**config.mk**
```make
export PLATFORM = sky130hd
export DESIGN_NAME = lulu_rolling_smoother
export DESIGN_NICKNAME = d
export VERILOG_FILES = /design/src/rtl/lrs_pkg.sv /design/src/rtl/lrs_window_ram.sv /design/src/rtl/lrs_cmp_unit.sv /design/src/rtl/lulu_rolling_smoother.sv
export SDC_FILE = /design/constraint.sdc
export NUM_CORES = 2
export LEC_CHECK = 0
export CAP_MARGIN = 20
export CORE_ASPECT_RATIO = 0.6
export CORE_UTILIZATION = 25
export CTS_BUF_LIST = sky130_fd_sc_hd__clkbuf_4 sky130_fd_sc_hd__clkbuf_8
export CTS_CLUSTER_DIAMETER = 200
export DETAILED_ROUTE_END_ITERATION = 6
export DONT_BUFFER_PORTS = 1
export GPL_ROUTABILITY_DRIVEN = 1
export HOLD_SLACK_MARGIN = 0.02
export PLACE_DENSITY_LB_ADDON = 0.05
export SYNTH_ARGS = -nofsm -noshare
export SYNTH_HDL_FRONTEND = slang
export SYNTH_SLANG_ARGS = --single-unit
```
**constraint.sdc**
```tcl
create_clock -name clk -period 6.7 [get_ports clk]
set_input_delay 0 -clock clk [delete_from_list [all_inputs] [get_ports clk]]
set_output_delay 0 -clock clk [all_outputs]
set_load 0.1 [all_outputs]
```
**src/rtl/lrs_pkg.sv**
```systemverilog
// Shared types and constants for the rolling LULU smoother.
`timescale 1ns / 1ps

package lrs_pkg;

    // Width of the filter order register and of every order-sized counter.
    localparam int ORD_W = 4;

    typedef logic [ORD_W-1:0] order_t;

    // Flatten flags for the two windows: lo is the sample window, hi the negated one.
    typedef struct packed {
        logic lo;
        logic hi;
    } fix_t;

endpackage

```
**src/rtl/lrs_window_ram.sv**
```systemverilog
// Dual window store: one write port and two registered read ports shared by both windows.
`timescale 1ns / 1ps

module lrs_window_ram #(
    parameter int DEPTH = 31,
    parameter int DW = 16,
    localparam int AW = $clog2(DEPTH)
) (
    input  logic           clk,
    input  lrs_pkg::fix_t  we,
    input  logic [AW-1:0]  waddr,
    input  logic [DW-1:0]  wdata_lo,
    input  logic [DW-1:0]  wdata_hi,
    input  logic [AW-1:0]  raddr_a,
    input  logic [AW-1:0]  raddr_b,
    output logic [DW-1:0]  rdata_a_lo,
    output logic [DW-1:0]  rdata_a_hi,
    output logic [DW-1:0]  rdata_b_lo,
    output logic [DW-1:0]  rdata_b_hi
);

    logic [DW-1:0] lo_mem [DEPTH];
    logic [DW-1:0] hi_mem [DEPTH];

    always_ff @(posedge clk)
    begin
        if (we.lo)
        begin
            lo_mem[waddr] <= wdata_lo;
        end
        if (we.hi)
        begin
            hi_mem[waddr] <= wdata_hi;
        end
        rdata_a_lo <= lo_mem[raddr_a];
        rdata_a_hi <= hi_mem[raddr_a];
        rdata_b_lo <= lo_mem[raddr_b];
        rdata_b_hi <= hi_mem[raddr_b];
    end

endmodule

```
**src/rtl/lrs_cmp_unit.sv**
```systemverilog
// Shared compare and select unit that detects bumps and pits and picks the flatten value.
`timescale 1ns / 1ps

module lrs_cmp_unit #(
    parameter int DW = 16
) (
    input  logic                 pass,
    input  logic signed [DW-1:0] prev_lo,
    input  logic signed [DW-1:0] cur_lo,
    input  logic signed [DW-1:0] next_lo,
    input  logic signed [DW-1:0] prev_hi,
    input  logic signed [DW-1:0] cur_hi,
    input  logic signed [DW-1:0] next_hi,
    output lrs_pkg::fix_t        fix,
    output logic signed [DW-1:0] fill_lo,
    output logic signed [DW-1:0] fill_hi,
    output logic signed [DW-1:0] upd_lo,
    output logic signed [DW-1:0] upd_hi
);

    logic                 bump_lo;
    logic                 pit_lo;
    logic                 bump_hi;
    logic                 pit_hi;
    logic signed [DW-1:0] max_lo;
    logic signed [DW-1:0] min_lo;
    logic signed [DW-1:0] max_hi;
    logic signed [DW-1:0] min_hi;

    assign bump_lo = (prev_lo < cur_lo) && (cur_lo > next_lo);
    assign pit_lo  = (prev_lo > cur_lo) && (cur_lo < next_lo);
    assign bump_hi = (prev_hi < cur_hi) && (cur_hi > next_hi);
    assign pit_hi  = (prev_hi > cur_hi) && (cur_hi < next_hi);

    assign max_lo = (prev_lo > next_lo) ? prev_lo : next_lo;
    assign min_lo = (prev_lo < next_lo) ? prev_lo : next_lo;
    assign max_hi = (prev_hi > next_hi) ? prev_hi : next_hi;
    assign min_hi = (prev_hi < next_hi) ? prev_hi : next_hi;

    // The first sweep removes bumps in the sample window and pits in the negated one;
    // the second sweep does the opposite. In the first sweep a bump fix keeps the
    // running sample value as it was read.
    always_comb
    begin
        if (!pass)
        begin
            fix.lo  = bump_lo;
            fill_lo = max_lo;
            upd_lo  = cur_lo;
            fix.hi  = pit_hi;
            fill_hi = min_hi;
            upd_hi  = pit_hi ? min_hi : cur_hi;
        end
        else
        begin
            fix.lo  = pit_lo;
            fill_lo = min_lo;
            upd_lo  = pit_lo ? min_lo : cur_lo;
            fix.hi  = bump_hi;
            fill_hi = max_hi;
            upd_hi  = bump_hi ? max_hi : cur_hi;
        end
    end

endmodule

```
**src/rtl/lulu_rolling_smoother.sv**
```systemverilog
// Top level of the rolling LULU smoother: sequencer, windows and output register.
//
// Usage:
// The sample channel takes one signed sample per beat (sample_valid, sample_stall);
// the smoothed channel gives one result per input beat (smoothed_valid,
// smoothed_stall). The block works on one sample at a time and holds sample_stall
// high until that sample's result is loaded into the output register.
// The next sample can be taken as soon as the result is in the output register.
// Every run that gets flattened is written back over n positions, n being the order
// of that sweep, and unless it was the sweep's last position the windows are then
// read again, since the store's reads are registered.
// filter_order is to be written through filter_order_we only while the block is idle;
// the block itself does not enforce this. Values of 0 become 1 and values above
// MAX_ORDER become MAX_ORDER. Each write, and reset, starts a clearing pass that
// zeroes all 2*MAX_ORDER+1 entries of both windows; no sample is taken during it.
// The result sits in an output register, so a stalled receiver delays only the
// end of the next sample's processing, never the acceptance of that sample.
`timescale 1ns / 1ps

module lulu_rolling_smoother #(
    parameter int MAX_ORDER = 15,
    parameter int SAMPLE_BITS = 16
) (
    input  logic                          clk,
    input  logic                          rst_n,
    input  logic                          filter_order_we,
    input  logic [3:0]                    filter_order,
    input  logic                          sample_valid,
    output logic                          sample_stall,
    input  logic signed [SAMPLE_BITS-1:0] sample,
    output logic                          smoothed_valid,
    input  logic                          smoothed_stall,
    output logic signed [SAMPLE_BITS-1:0] smoothed
);

    import lrs_pkg::*;

    localparam int DW = SAMPLE_BITS;
    localparam int DEPTH = 2 * MAX_ORDER + 1;
    localparam int AW = $clog2(DEPTH);

    localparam logic [2:0] ST_CLEAR  = 3'd0;
    localparam logic [2:0] ST_IDLE   = 3'd1;
    localparam logic [2:0] ST_RDBASE = 3'd2;
    localparam logic [2:0] ST_RD     = 3'd3;
    localparam logic [2:0] ST_EVAL   = 3'd4;
    localparam logic [2:0] ST_FILL   = 3'd5;
    localparam logic [2:0] ST_DONE   = 3'd6;

    localparam logic signed [DW-1:0] SMP_MIN = {1'b1, {(DW-1){1'b0}}};
    localparam logic signed [DW-1:0] SMP_MAX = {1'b0, {(DW-1){1'b1}}};

    function automatic logic [AW-1:0] wrap_inc(input logic [AW-1:0] x,
                                               input logic [AW-1:0] sz);
        return (x == sz - AW'(1)) ? '0 : x + AW'(1);
    endfunction

    // Control registers
    logic [2:0]    state_reg, state_next;
    order_t        order_reg, order_next;
    logic [AW-1:0] wpos_reg, wpos_next;
    logic [AW-1:0] clr_reg, clr_next;
    order_t        n_reg, n_next;
    order_t        i_reg, i_next;
    logic          pass_reg, pass_next;
    order_t        fill_cnt_reg, fill_cnt_next;
    fix_t          fill_en_reg, fill_en_next;
    logic          out_valid_reg, out_valid_next;

    // Datapath registers
    logic [AW-1:0]        idx_reg, idx_next;
    logic [AW-1:0]        ci_reg, ci_next;
    logic [AW-1:0]        ni_reg, ni_next;
    logic [AW-1:0]        fill_addr_reg, fill_addr_next;
    logic signed [DW-1:0] prev_lo_reg, prev_lo_next;
    logic signed [DW-1:0] prev_hi_reg, prev_hi_next;
    logic signed [DW-1:0] fill_lo_reg, fill_lo_next;
    logic signed [DW-1:0] fill_hi_reg, fill_hi_next;
    logic signed [DW-1:0] out_data_reg, out_data_next;

    // Combinational signals
    logic                 in_accept;
    logic [AW-1:0]        size;
    logic [AW-1:0]        two_n;
    logic [AW-1:0]        base;
    logic [AW-1:0]        ci0;
    logic [AW:0]          ni0_wide;
    logic [AW-1:0]        ni0;
    logic [AW-1:0]        idx_now;
    logic signed [DW-1:0] neg_sample;
    logic                 last_iter;
    logic                 last_order;
    logic                 do_adv;
    logic signed [DW:0]   diff;
    order_t               cfg_order;
    logic [AW:0]          ni_chk_wide;
    logic [AW-1:0]        ni_chk;

    // Window store ports
    fix_t                 mem_we;
    logic [AW-1:0]        mem_waddr;
    logic signed [DW-1:0] mem_wdata_lo;
    logic signed [DW-1:0] mem_wdata_hi;
    logic [AW-1:0]        mem_raddr_a;
    logic [AW-1:0]        mem_raddr_b;
    logic signed [DW-1:0] rd_a_lo;
    logic signed [DW-1:0] rd_a_hi;
    logic signed [DW-1:0] rd_b_lo;
    logic signed [DW-1:0] rd_b_hi;

    // Compare unit ports
    fix_t                 fix;
    logic signed [DW-1:0] cmp_fill_lo;
    logic signed [DW-1:0] cmp_fill_hi;
    logic signed [DW-1:0] upd_lo;
    logic signed [DW-1:0] upd_hi;

    lrs_window_ram #(
        .DEPTH (DEPTH),
        .DW    (DW)
    ) u_ram (
        .clk        (clk),
        .we         (mem_we),
        .waddr      (mem_waddr),
        .wdata_lo   (mem_wdata_lo),
        .wdata_hi   (mem_wdata_hi),
        .raddr_a    (mem_raddr_a),
        .raddr_b    (mem_raddr_b),
        .rdata_a_lo (rd_a_lo),
        .rdata_a_hi (rd_a_hi),
        .rdata_b_lo (rd_b_lo),
        .rdata_b_hi (rd_b_hi)
    );

    lrs_cmp_unit #(
        .DW (DW)
    ) u_cmp (
        .pass    (pass_reg),
        .prev_lo (prev_lo_reg),
        .cur_lo  (rd_a_lo),
        .next_lo (rd_b_lo),
        .prev_hi (prev_hi_reg),
        .cur_hi  (rd_a_hi),
        .next_hi (rd_b_hi),
        .fix     (fix),
        .fill_lo (cmp_fill_lo),
        .fill_hi (cmp_fill_hi),
        .upd_lo  (upd_lo),
        .upd_hi  (upd_hi)
    );

    assign sample_stall   = (state_reg != ST_IDLE);
    assign in_accept      = sample_valid && !sample_stall;
    assign smoothed_valid = out_valid_reg;
    assign smoothed       = out_data_reg;

    assign size  = AW'({order_reg, 1'b1});
    assign two_n = AW'({n_reg, 1'b0});

    // Oldest position touched by the current order, two times the order back from
    // the newest sample.
    always_comb
    begin
        if (idx_reg >= two_n)
        begin
            base = idx_reg - two_n;
        end
        else
        begin
            base = idx_reg + (size - two_n);
        end
    end

    assign ci0      = wrap_inc(base, size);
    assign ni0_wide = {1'b0, ci0} + (AW+1)'(n_reg);
    assign ni0      = (ni0_wide >= {1'b0, size}) ? AW'(ni0_wide - {1'b0, size})
                                                 : AW'(ni0_wide);

    assign idx_now    = (wpos_reg >= size) ? '0 : wpos_reg;
    assign neg_sample = (sample == SMP_MIN) ? SMP_MAX : -sample;

    assign last_iter  = (i_reg == n_reg - order_t'(1));
    assign last_order = (n_reg == order_reg);

    assign diff = {prev_lo_reg[DW-1], prev_lo_reg} - {prev_hi_reg[DW-1], prev_hi_reg};

    always_comb
    begin
        if (filter_order == '0)
        begin
            cfg_order = order_t'(1);
        end
        else if (32'(filter_order) > MAX_ORDER)
        begin
            cfg_order = order_t'(MAX_ORDER);
        end
        else
        begin
            cfg_order = order_t'(filter_order);
        end
    end

    // Window store write and read address selection.
    always_comb
    begin
        mem_we       = '0;
        mem_waddr    = fill_addr_reg;
        mem_wdata_lo = fill_lo_reg;
        mem_wdata_hi = fill_hi_reg;
        mem_raddr_a  = ci_reg;
        mem_raddr_b  = ni_reg;
        unique case (state_reg)
            ST_CLEAR:
            begin
                mem_we       = '{lo: 1'b1, hi: 1'b1};
                mem_waddr    = clr_reg;
                mem_wdata_lo = '0;
                mem_wdata_hi = '0;
            end
            ST_IDLE:
            begin
                mem_we       = '{lo: in_accept, hi: in_accept};
                mem_waddr    = idx_now;
                mem_wdata_lo = sample;
                mem_wdata_hi = neg_sample;
            end
            ST_RDBASE:
            begin
                mem_raddr_a = base;
                mem_raddr_b = base;
            end
            ST_EVAL:
            begin
                // Fetch the next position ahead of time; used only if nothing is flattened.
                mem_raddr_a = wrap_inc(ci_reg, size);
                mem_raddr_b = wrap_inc(ni_reg, size);
            end
            ST_FILL:
            begin
                mem_we = fill_en_reg;
            end
            default:
            begin
            end
        endcase
    end

    // Sequencer
    always_comb
    begin
        state_next     = state_reg;
        order_next     = order_reg;
        wpos_next      = wpos_reg;
        clr_next       = clr_reg;
        n_next         = n_reg;
        i_next         = i_reg;
        pass_next      = pass_reg;
        fill_cnt_next  = fill_cnt_reg;
        fill_en_next   = fill_en_reg;
        out_valid_next = out_valid_reg && smoothed_stall;
        idx_next       = idx_reg;
        ci_next        = ci_reg;
        ni_next        = ni_reg;
        fill_addr_next = fill_addr_reg;
        prev_lo_next   = prev_lo_reg;
        prev_hi_next   = prev_hi_reg;
        fill_lo_next   = fill_lo_reg;
        fill_hi_next   = fill_hi_reg;
        out_data_next  = out_data_reg;
        do_adv         = 1'b0;

        unique case (state_reg)
            ST_CLEAR:
            begin
                clr_next = clr_reg + AW'(1);
                if (clr_reg == AW'(DEPTH - 1))
                begin
                    state_next = ST_IDLE;
                end
            end
            ST_IDLE:
            begin
                if (in_accept)
                begin
                    idx_next   = idx_now;
                    wpos_next  = wrap_inc(idx_now, size);
                    n_next     = order_t'(1);
                    pass_next  = 1'b0;
                    state_next = ST_RDBASE;
                end
            end
            ST_RDBASE:
            begin
                i_next     = '0;
                ci_next    = ci0;
                ni_next    = ni0;
                state_next = ST_RD;
            end
            ST_RD:
            begin
                // On the first step of a sweep the base entry arrives now.
                if (i_reg == '0)
                begin
                    prev_lo_next = rd_a_lo;
                    prev_hi_next = rd_a_hi;
                end
                state_next = ST_EVAL;
            end
            ST_EVAL:
            begin
                prev_lo_next = upd_lo;
                prev_hi_next = upd_hi;
                if (fix.lo || fix.hi)
                begin
                    fill_en_next   = fix;
                    fill_addr_next = ci_reg;
                    fill_cnt_next  = n_reg;
                    fill_lo_next   = cmp_fill_lo;
                    fill_hi_next   = cmp_fill_hi;
                    state_next     = ST_FILL;
                end
                else
                begin
                    do_adv = 1'b1;
                end
            end
            ST_FILL:
            begin
                fill_addr_next = wrap_inc(fill_addr_reg, size);
                fill_cnt_next  = fill_cnt_reg - order_t'(1);
                if (fill_cnt_reg == order_t'(1))
                begin
                    do_adv = 1'b1;
                end
            end
            ST_DONE:
            begin
                if (!out_valid_reg || !smoothed_stall)
                begin
                    out_valid_next = 1'b1;
                    out_data_next  = diff[DW:1];
                    state_next     = ST_IDLE;
                end
            end
            default:
            begin
                state_next = ST_CLEAR;
                clr_next   = '0;
            end
        endcase

        // Step to the next position, the second sweep, the next order, or the end.
        if (do_adv)
        begin
            priority if (!last_iter)
            begin
                i_next     = i_reg + order_t'(1);
                ci_next    = wrap_inc(ci_reg, size);
                ni_next    = wrap_inc(ni_reg, size);
                state_next = (state_reg == ST_EVAL) ? ST_EVAL : ST_RD;
            end
            else if (!pass_reg)
            begin
                pass_next  = 1'b1;
                state_next = ST_RDBASE;
            end
            else if (!last_order)
            begin
                pass_next  = 1'b0;
                n_next     = n_reg + order_t'(1);
                state_next = ST_RDBASE;
            end
            else
            begin
                state_next = ST_DONE;
            end
        end

        if (filter_order_we)
        begin
            order_next = cfg_order;
            wpos_next  = '0;
            clr_next   = '0;
            state_next = ST_CLEAR;
        end
    end

    always_ff @(posedge clk or negedge rst_n)
    begin
        if (!rst_n)
        begin
            state_reg     <= ST_CLEAR;
            order_reg     <= order_t'(1);
            wpos_reg      <= '0;
            clr_reg       <= '0;
            n_reg         <= order_t'(1);
            i_reg         <= '0;
            pass_reg      <= 1'b0;
            fill_cnt_reg  <= '0;
            fill_en_reg   <= '0;
            out_valid_reg <= 1'b0;
        end
        else
        begin
            state_reg     <= state_next;
            order_reg     <= order_next;
            wpos_reg      <= wpos_next;
            clr_reg       <= clr_next;
            n_reg         <= n_next;
            i_reg         <= i_next;
            pass_reg      <= pass_next;
            fill_cnt_reg  <= fill_cnt_next;
            fill_en_reg   <= fill_en_next;
            out_valid_reg <= out_valid_next;
        end
    end

    always_ff @(posedge clk)
    begin
        idx_reg       <= idx_next;
        ci_reg        <= ci_next;
        ni_reg        <= ni_next;
        fill_addr_reg <= fill_addr_next;
        prev_lo_reg   <= prev_lo_next;
        prev_hi_reg   <= prev_hi_next;
        fill_lo_reg   <= fill_lo_next;
        fill_hi_reg   <= fill_hi_next;
        out_data_reg  <= out_data_next;
    end

    // In ST_RD and ST_EVAL the neighbour pointer leads ci by the order, modulo the window.
    assign ni_chk_wide = {1'b0, ci_reg} + (AW+1)'(n_reg);
    assign ni_chk      = (ni_chk_wide >= {1'b0, size}) ? AW'(ni_chk_wide - {1'b0, size})
                                                       : AW'(ni_chk_wide);

    a_order_range: assert property (@(posedge clk) disable iff (!rst_n)
        order_reg != '0 && 32'(order_reg) <= MAX_ORDER)
        else $error("filter order out of range");

    a_loop_counts: assert property (@(posedge clk) disable iff (!rst_n)
        (state_reg == ST_RD || state_reg == ST_EVAL || state_reg == ST_FILL)
        |-> (i_reg < n_reg && n_reg != '0 && n_reg <= order_reg))
        else $error("sweep counters out of range");

    a_ptr_in_window: assert property (@(posedge clk) disable iff (!rst_n)
        (state_reg == ST_RD || state_reg == ST_EVAL || state_reg == ST_FILL)
        |-> (ci_reg < size && ni_reg < size
             && (state_reg != ST_FILL || fill_addr_reg < size)))
        else $error("window pointer beyond window size");

    a_ptr_spacing: assert property (@(posedge clk) disable iff (!rst_n)
        (state_reg == ST_RD || state_reg == ST_EVAL) |-> ni_reg == ni_chk)
        else $error("neighbour pointer lost its spacing");

    a_fill_live: assert property (@(posedge clk) disable iff (!rst_n)
        state_reg == ST_FILL |-> (fill_cnt_reg != '0 && (fill_en_reg.lo || fill_en_reg.hi)))
        else $error("write-back with no work to do");

endmodule
```
# Word-level counts from Yosys, hierarchy flattened
# Memory sizes are Yosys's and may differ from the RTL's. A register that Yosys moved wholly into a read port is not among the register bits.
# Index checks and enable logic that the tools add are counted.
[totals] reg_bits=133 mem_bits_rw=992 input_bits=25 out_inout_bits=18 wordCells=188 mem_count=2
[mem_list] name="u_ram.hi_mem" depth=31 word_bits=16 read_ports=2 rd_ports_with_merged_regs=2 wr=1 line="lrs_window_ram.sv:23" source="logic [DW-1:0] hi_mem [DEPTH];"
[mem_list] name="u_ram.lo_mem" depth=31 word_bits=16 read_ports=2 rd_ports_with_merged_regs=2 wr=1 line="lrs_window_ram.sv:22" source="logic [DW-1:0] lo_mem [DEPTH];"
[classes] n_addsub=18 order_cmp=15 eq_ne=25 n_mux=82 n_reduce_logical=26
[ops] cell="2-to-1 mux 16 bit" n=14
[ops] cell="one-hot mux 16 bit (2 select lines)" n=4
[ops] cell="greater-than comparator 16 bit" n=6
[ops] cell="< comparator 16 bit" n=6
[ops] cell="2-to-1 mux 5 bit" n=19
[ops] cell="one-hot mux 5 bit (2 select lines)" n=5
[ops] cell="2-to-1 mux 4 bit" n=11
[ops] cell="adder 5 x 1 -> 5 bit (second input constant)" n=6
[ops] cell="2-to-1 mux 3 bit" n=10
[ops] cell="equality test 5 bit" n=5
[ops] cell="one-hot mux 3 bit (7 select lines)" n=1
[ops] cell="subtractor 16 x 16 -> 17 bit" n=1
[ops] cell="equality test 16 bit (second input constant)" n=1
[ops] cell="!= test 4 bit (second input constant)" n=4
[ops] cell="negator 16 bit" n=1
[ops] cell="subtractor 5 bit" n=3
[ops] cell="2-to-1 mux 1 bit" n=14
[ops] cell="AND reduction 2 bit" n=6
[ops] cell="greater-or-equal comparator 5 bit" n=2
[ops] cell="equality test 3 bit (second input constant)" n=3
[ops] cell="adder 4 x 1 -> 4 bit (second input constant)" n=2
[ops] cell="equality test 4 bit" n=2
[ops] cell="zero test 4 bit" n=2
[ops] cell="one-hot mux 4 bit (2 select lines)" n=1
[ops] cell="other kinds (23)" n=37

# Depth between registers and ports, before layout
[logic_depth] depth_word=11 mapped_depth=27 ltp_nobuf=26

# By module
# A second synthesis with hierarchy kept.
[hier_totals] cells_unflattened=4106 area_unflattened_um2=60430.5
[by_module_without_submodules] mod="lrs_window_ram" n_inst=1 cells_each=2612 area_per_inst_um2=47514.3 seq_area_each_um2=31069.8
[by_module_without_submodules] mod="lulu_rolling_smoother" n_inst=1 cells_each=988 area_per_inst_um2=9001.1 seq_area_each_um2=3731.1
[by_module_without_submodules] mod="lrs_cmp_unit" n_inst=1 cells_each=506 area_per_inst_um2=3915.0 seq_area_each_um2=0.0

# Least setup slack after synthesis
# Ideal clock, no wire load.
[synth_path] path_type="flip-flop to flip-flop" startpoint="reg order_reg[1]" endpoint="reg ni_reg[1]" setup_time_ns=0.138 t_arrival_ns=5.572 slack_ns=0.990 path_stages_with_launch=27 n_path_buf=1 cell_sequence="dfrtp_1 -> buf_2 -> inv_1 -> fa_1 -> inv_1 -> ha_1 -> a21o_1 -> or3_1 -> and3b_1 -> mux4_2 -> nand4_1 -> and2_1 -> ha_1 -> inv_1 -> fa_1 -> inv_1 -> ha_1 -> ha_1 -> o21a_1 -> o21ai_0 -> nand2b_1 -> a21oi_1 -> and2_1 -> a21boi_0 -> nor2_1 -> mux2i_1 -> o221ai_1"
[synth_via] elab_chain_len=11 elab_cells_between_ends=16 cone_classes="add/sub: 6; order compare: 1; eq/ne: 2; mux: 7"
[synth_lines] element="start, declared" line="lulu_rolling_smoother.sv:60" source="order_t order_reg, order_next;"
[synth_lines] element="start signal, assigned" line="lulu_rolling_smoother.sv:393" source="order_reg <= order_t'(1);"
[synth_lines] element="start signal, assigned" line="lulu_rolling_smoother.sv:406" source="order_reg <= order_next;"
[synth_lines] element="subtractor 5 bit" line="lulu_rolling_smoother.sv:170" source="base = idx_reg + (size - two_n);"
[synth_lines] element="adder 5 bit" line="lulu_rolling_smoother.sv:170"
[synth_lines] element="2-to-1 mux 5 bit" line="lulu_rolling_smoother.sv:164" source="if (idx_reg >= two_n)"
[synth_lines] element="adder 5 x 1 -> 5 bit / equality test 5 bit (equally long branches)" line="lulu_rolling_smoother.sv:55" source="return (x == sz - AW'(1)) ? '0 : x + AW'(1);"
[synth_lines] element="2-to-1 mux 5 bit" line="lulu_rolling_smoother.sv:55"
[synth_lines] element="adder 5 x 4 -> 6 bit" line="lulu_rolling_smoother.sv:175" source="assign ni0_wide = {1'b0, ci0} + (AW+1)'(n_reg);"
[synth_lines] element="greater-or-equal comparator 6 x 5 -> 1 bit / subtractor 5 bit (equally long branches)" line="lulu_rolling_smoother.sv:176" source="assign ni0 = (ni0_wide >= {1'b0, size}) ? AW'(ni0_wide - {1'b0, size})"
[synth_lines] element="2-to-1 mux 5 bit" line="lulu_rolling_smoother.sv:176"
[synth_lines] element="2-to-1 mux 5 bit" line="lulu_rolling_smoother.sv:272" source="unique case (state_reg)"
[synth_lines] element="2-to-1 mux 5 bit" line="lulu_rolling_smoother.sv:355" source="priority if (!last_iter)"
[synth_lines] element="2-to-1 mux 5 bit *" line="lulu_rolling_smoother.sv:353" source="if (do_adv)"
[synth_lines] element="named net ni_next[1]" line="lulu_rolling_smoother.sv:73" source="logic [AW-1:0] ni_reg, ni_next;"
[synth_lines] element="end signal, assigned" line="lulu_rolling_smoother.sv:422" source="ni_reg <= ni_next;"
[synth_lines] element="end, declared" line="lulu_rolling_smoother.sv:73"
# The timed path passes the listed nets; every way through them passes the cells marked *.
# A chain may end at the register's enable or synchronous reset.

# Final worst setup path
[layout_path] startpoint="reg order_reg[0]" endpoint="reg ni_reg[0]"
# Same word-level chain as after synthesis.

==> results.md <==
- Crit path DAT: approximately 7.1 ns
- Fmax: 158 MHz
- Slew margin rel.: between 20% and 30%
- Asr flop ratio synth: 2.78%
- R2R depth: 25
- Vias post-DR: 51.2k
- Final Hold Slack: 0.163 ns
- Area grow syn2layout: 16.4%
- Final setup violation count: 0
- Total placed cells including tap cells: 8,923
- Antenna violations before repair: 22
- Largest net degree at the start of global routing: 144
- DRT iter0 DRCs: 5,375
- First-pass GRT wire length: just over 400 mm
- Fin. max-slew vios: 0
- Detailed Route WL: ~300 mm
- NumNets Final: 5,978
- Input/output buffers: 0
- Post-cts sizing count: 0
- Syn Inst Count: 5,738
- Number of global-route vias before repair: 48.5k
- Die height: 392 um
- H-Tree Level Count: 4
- Max Root-Sink Buffers: 4
- Run status: completed
- # fillers: 25.6k
- Crit path capture: ni_reg[0]
- Crit share post-route: 94.7%
- Post-Syn Nets: 5,920
- Total clock sinks: ~1.2k
- Total Routing Usage GR: approximately 23%
- Num CTS Buffers: 214
- GP Congestion: 0.835
- RSZ-0062 raised after global routing: no
- Worst skew pair latency: about 1.0 ns
- Crit path kind: reg2reg
- Static leakage: 25.9 nW
- Worst Hold Class: in2reg
- Reg2reg setup slack: 0.36 ns
- Final Critical Period: 6.34 ns
- Worst Skew: 0.117 ns
- Overflow left after global routing: 0
- Worst Path Max Fanout: 7
- Wire per inst: 31.9 um
- Yosys warns: 0
- Capturing point of the worst reg2reg path: ni_reg[0]
- CTS tree: yes
- Final cell count without fillers: 9,364
- Synth unique cells: 91
- Die width: 653 um
- Crit. Startpoint: order_reg[0]
- Clock Tree Root: clkbuf_8
- Number of synthesized flops with an enable pin: between 1k and 1.5k
- Row count: 142
- Reg area: 0.0348 mm^2
- Synthesized area: 0.0635 mm^2
- Final Hold Fails: 0
- Avg Cell Area, Syn: 11.1 um^2
- Detail Route Antenna Nets: 0
- # IOs: 43
- Crit. End Element: flip-flop
- CORE AREA: 0.251 mm^2
- Hold Path Stages: 6
- HPWL after DPL: 192 mm
- Worst-path clk slew: 0.07 ns
- Origin of the critical flop-to-flop path: order_reg[0]
- Vias/cell: roughly 5.5
- First-pass DRT Iterations: 6
- Post-synth top flop: edfxtp_1
- Critical Path RT: 7.47 ns
- Worst setup SP type: flip-flop
- Tightest Pin Transition: 1.10 ns
- Sequential share of the synthesized area: a little over half
- Die footprint: 0.256 mm^2
- Setup tns final: 0 ns
- Top Registers: u_ram.hi_mem x496, u_ram.lo_mem x496
- Power per cell area: approximately 390 mW/mm^2
- Multi-input gate area: 0.0266 mm^2
- Share of post-route cells with drive strength above 1: 15.2%
- Initial core utilization: 25.3%
- Peak supply drop: 203 uV
- Number of max-cap violations: 0
- Overall power: 28.9 mW
- DRC Markers: 0
- Flip-flop and latch count after synthesis: roughly 1.2k
[cell type report]
cell class	instances	share of cell area [%]
Sequential cell	1189	47.1
Multi-Input combinational cell	3918	36.0
Tap cell	3384	5.73
Clock buffer	325	5.33
Timing Repair Buffer	335	4.62
Inverter	138	0.701
Clock inverter	61	0.471
Antenna cell	14	0.0474
[per-layer routing]
metal,vias up,track usage [%],share of wire [%]
li1,22400,-,-
met1,26300,36.2,52
met2,2055,30.9,39
met3,378,3.91,7.1
met4,6,4.90,2.2
met5,-,0,0.014
[Yosys cell counts, types with 17 or more instances]
cell type | instances | area share, %
a21o_1 | 90 | 1.1
ha_1 | 150 | 3.0
o211ai_1 | 112 | 1.3
a211oi_1 | 329 | 3.9
a211o_1 | 134 | 1.8
dfxtp_1 | 74 | 2.3
o21ai_1 | 32 | 0.25
nor2b_1 | 17 | 0.17
nand4_1 | 20 | 0.20
mux2_2 | 118 | 2.1
buf_4 | 20 | 0.24
xor2_1 | 24 | 0.33
nor4_1 | 42 | 0.41
nor2_1 | 239 | 1.4
nand2_1 | 679 | 4.0
xnor2_1 | 40 | 0.55
nor3_1 | 26 | 0.20
a21oi_1 | 116 | 0.91
dfrtp_1 | 31 | 1.2
o21ai_0 | 308 | 2.4
nand3_1 | 347 | 2.7
mux2i_1 | 241 | 3.8
a32oi_1 | 35 | 0.48
buf_1 | 26 | 0.15
buf_2 | 125 | 0.99
edfxtp_1 | 1082 | 51
clkbuf_1 | 321 | 1.9
and3_1 | 303 | 3.0
o311a_1 | 34 | 0.54
a311oi_1 | 196 | 2.7
inv_1 | 136 | 0.80
a221o_1 | 28 | 0.44
a31oi_1 | 71 | 0.70
[critical path: stages, from the launching register on]
cell	delay, ns
dfstp_2	0.64
inv_2	0.06
ha_1	0.32
fa_1	0.42
nand2b_1	0.16
a21oi_1	0.36
nor3_1	0.15
o31ai_1	0.41
nand3_1	0.13
nand4_1	0.24
and2_1	0.20
ha_1	0.19
inv_1	0.06
fa_1	0.50
inv_1	0.07
ha_1	0.30
ha_1	0.18
o21a_1	0.19
o21ai_0	0.17
nand2b_1	0.11
a21oi_1	0.44
o221ai_1	0.26
o211a_1	0.24
a21o_1	0.19
nand3_1	0.07
o221ai_1	0.10
[how the worst min path moves through the flow]
stage                                     end       from
after floorplan                    clr_reg[0]      rst_n
after global placement         smoothed_valid      rst_n
after detailed placement       smoothed_valid      rst_n
after CTS                 u_ram.hi_mem[26][6]  sample[4]
after global routing      u_ram.hi_mem[28][6]  sample[4]
final                     u_ram.hi_mem[29][6]  sample[4]
[report_power, final]
group / total [mW] / switching (mW) / internal, mW
clock: 7.26 / 3.42 / 3.84
sequential: 9.07 / 0.640 / 8.43
combinational: 12.6 / 8.23 / 4.35
total: 28.9 / 12.3 / 16.6
[per-stage QoR]
stage          area, um^2  worst slack [ns]  util (%)
6_report            73900             0.358      29.4
5_1_grt             73900            0.0370      29.4
4_1_cts             73800             0.455      29.4
3_5_place_dp        69100             0.504      27.5
3_3_place_gp        69100             0.435      27.5
2_1_floorplan       63500             0.990         -
[placed cells by master, fill, tap and decap left out, drive strengths merged, types with 26 or more instances in the layout]
master       count
a311oi         196
mux2           120
o21ai          341
nor4            44
clkinv          54
nor2           239
a211o          134
a32oi           36
dfrtp           31
edfxtp        1082
a31oi           74
and3           303
xnor2           40
nand3          347
mux2i          241
ha             150
buf            298
a221o           28
inv            139
nand2          680
dfxtp           74
clkbuf         325
o211ai         112
a211oi         330
dlygate4sd3     37
o311a           34
a21oi          116
a21o            90
nor3            26
[logic make-up after synthesis]
family,count (synthesis),share of synthesized area (%)
buf+inv,631,4.10
xor+xnor,64,0.883
fa+ha+maj,157,3.18
simple gates,1749,13.0
mux,362,5.96
flops,1189,54.8
compound gates,1586,18.0
[repair_timing]
item / in CTS / in global routing
hold endpoints to repair: 991 / 32
hold buffers: 37 / 2
endpoints found under the setup margin: 0 / 0
setup buffers: 0 / 0
Power figures use the tool's default switching activity.
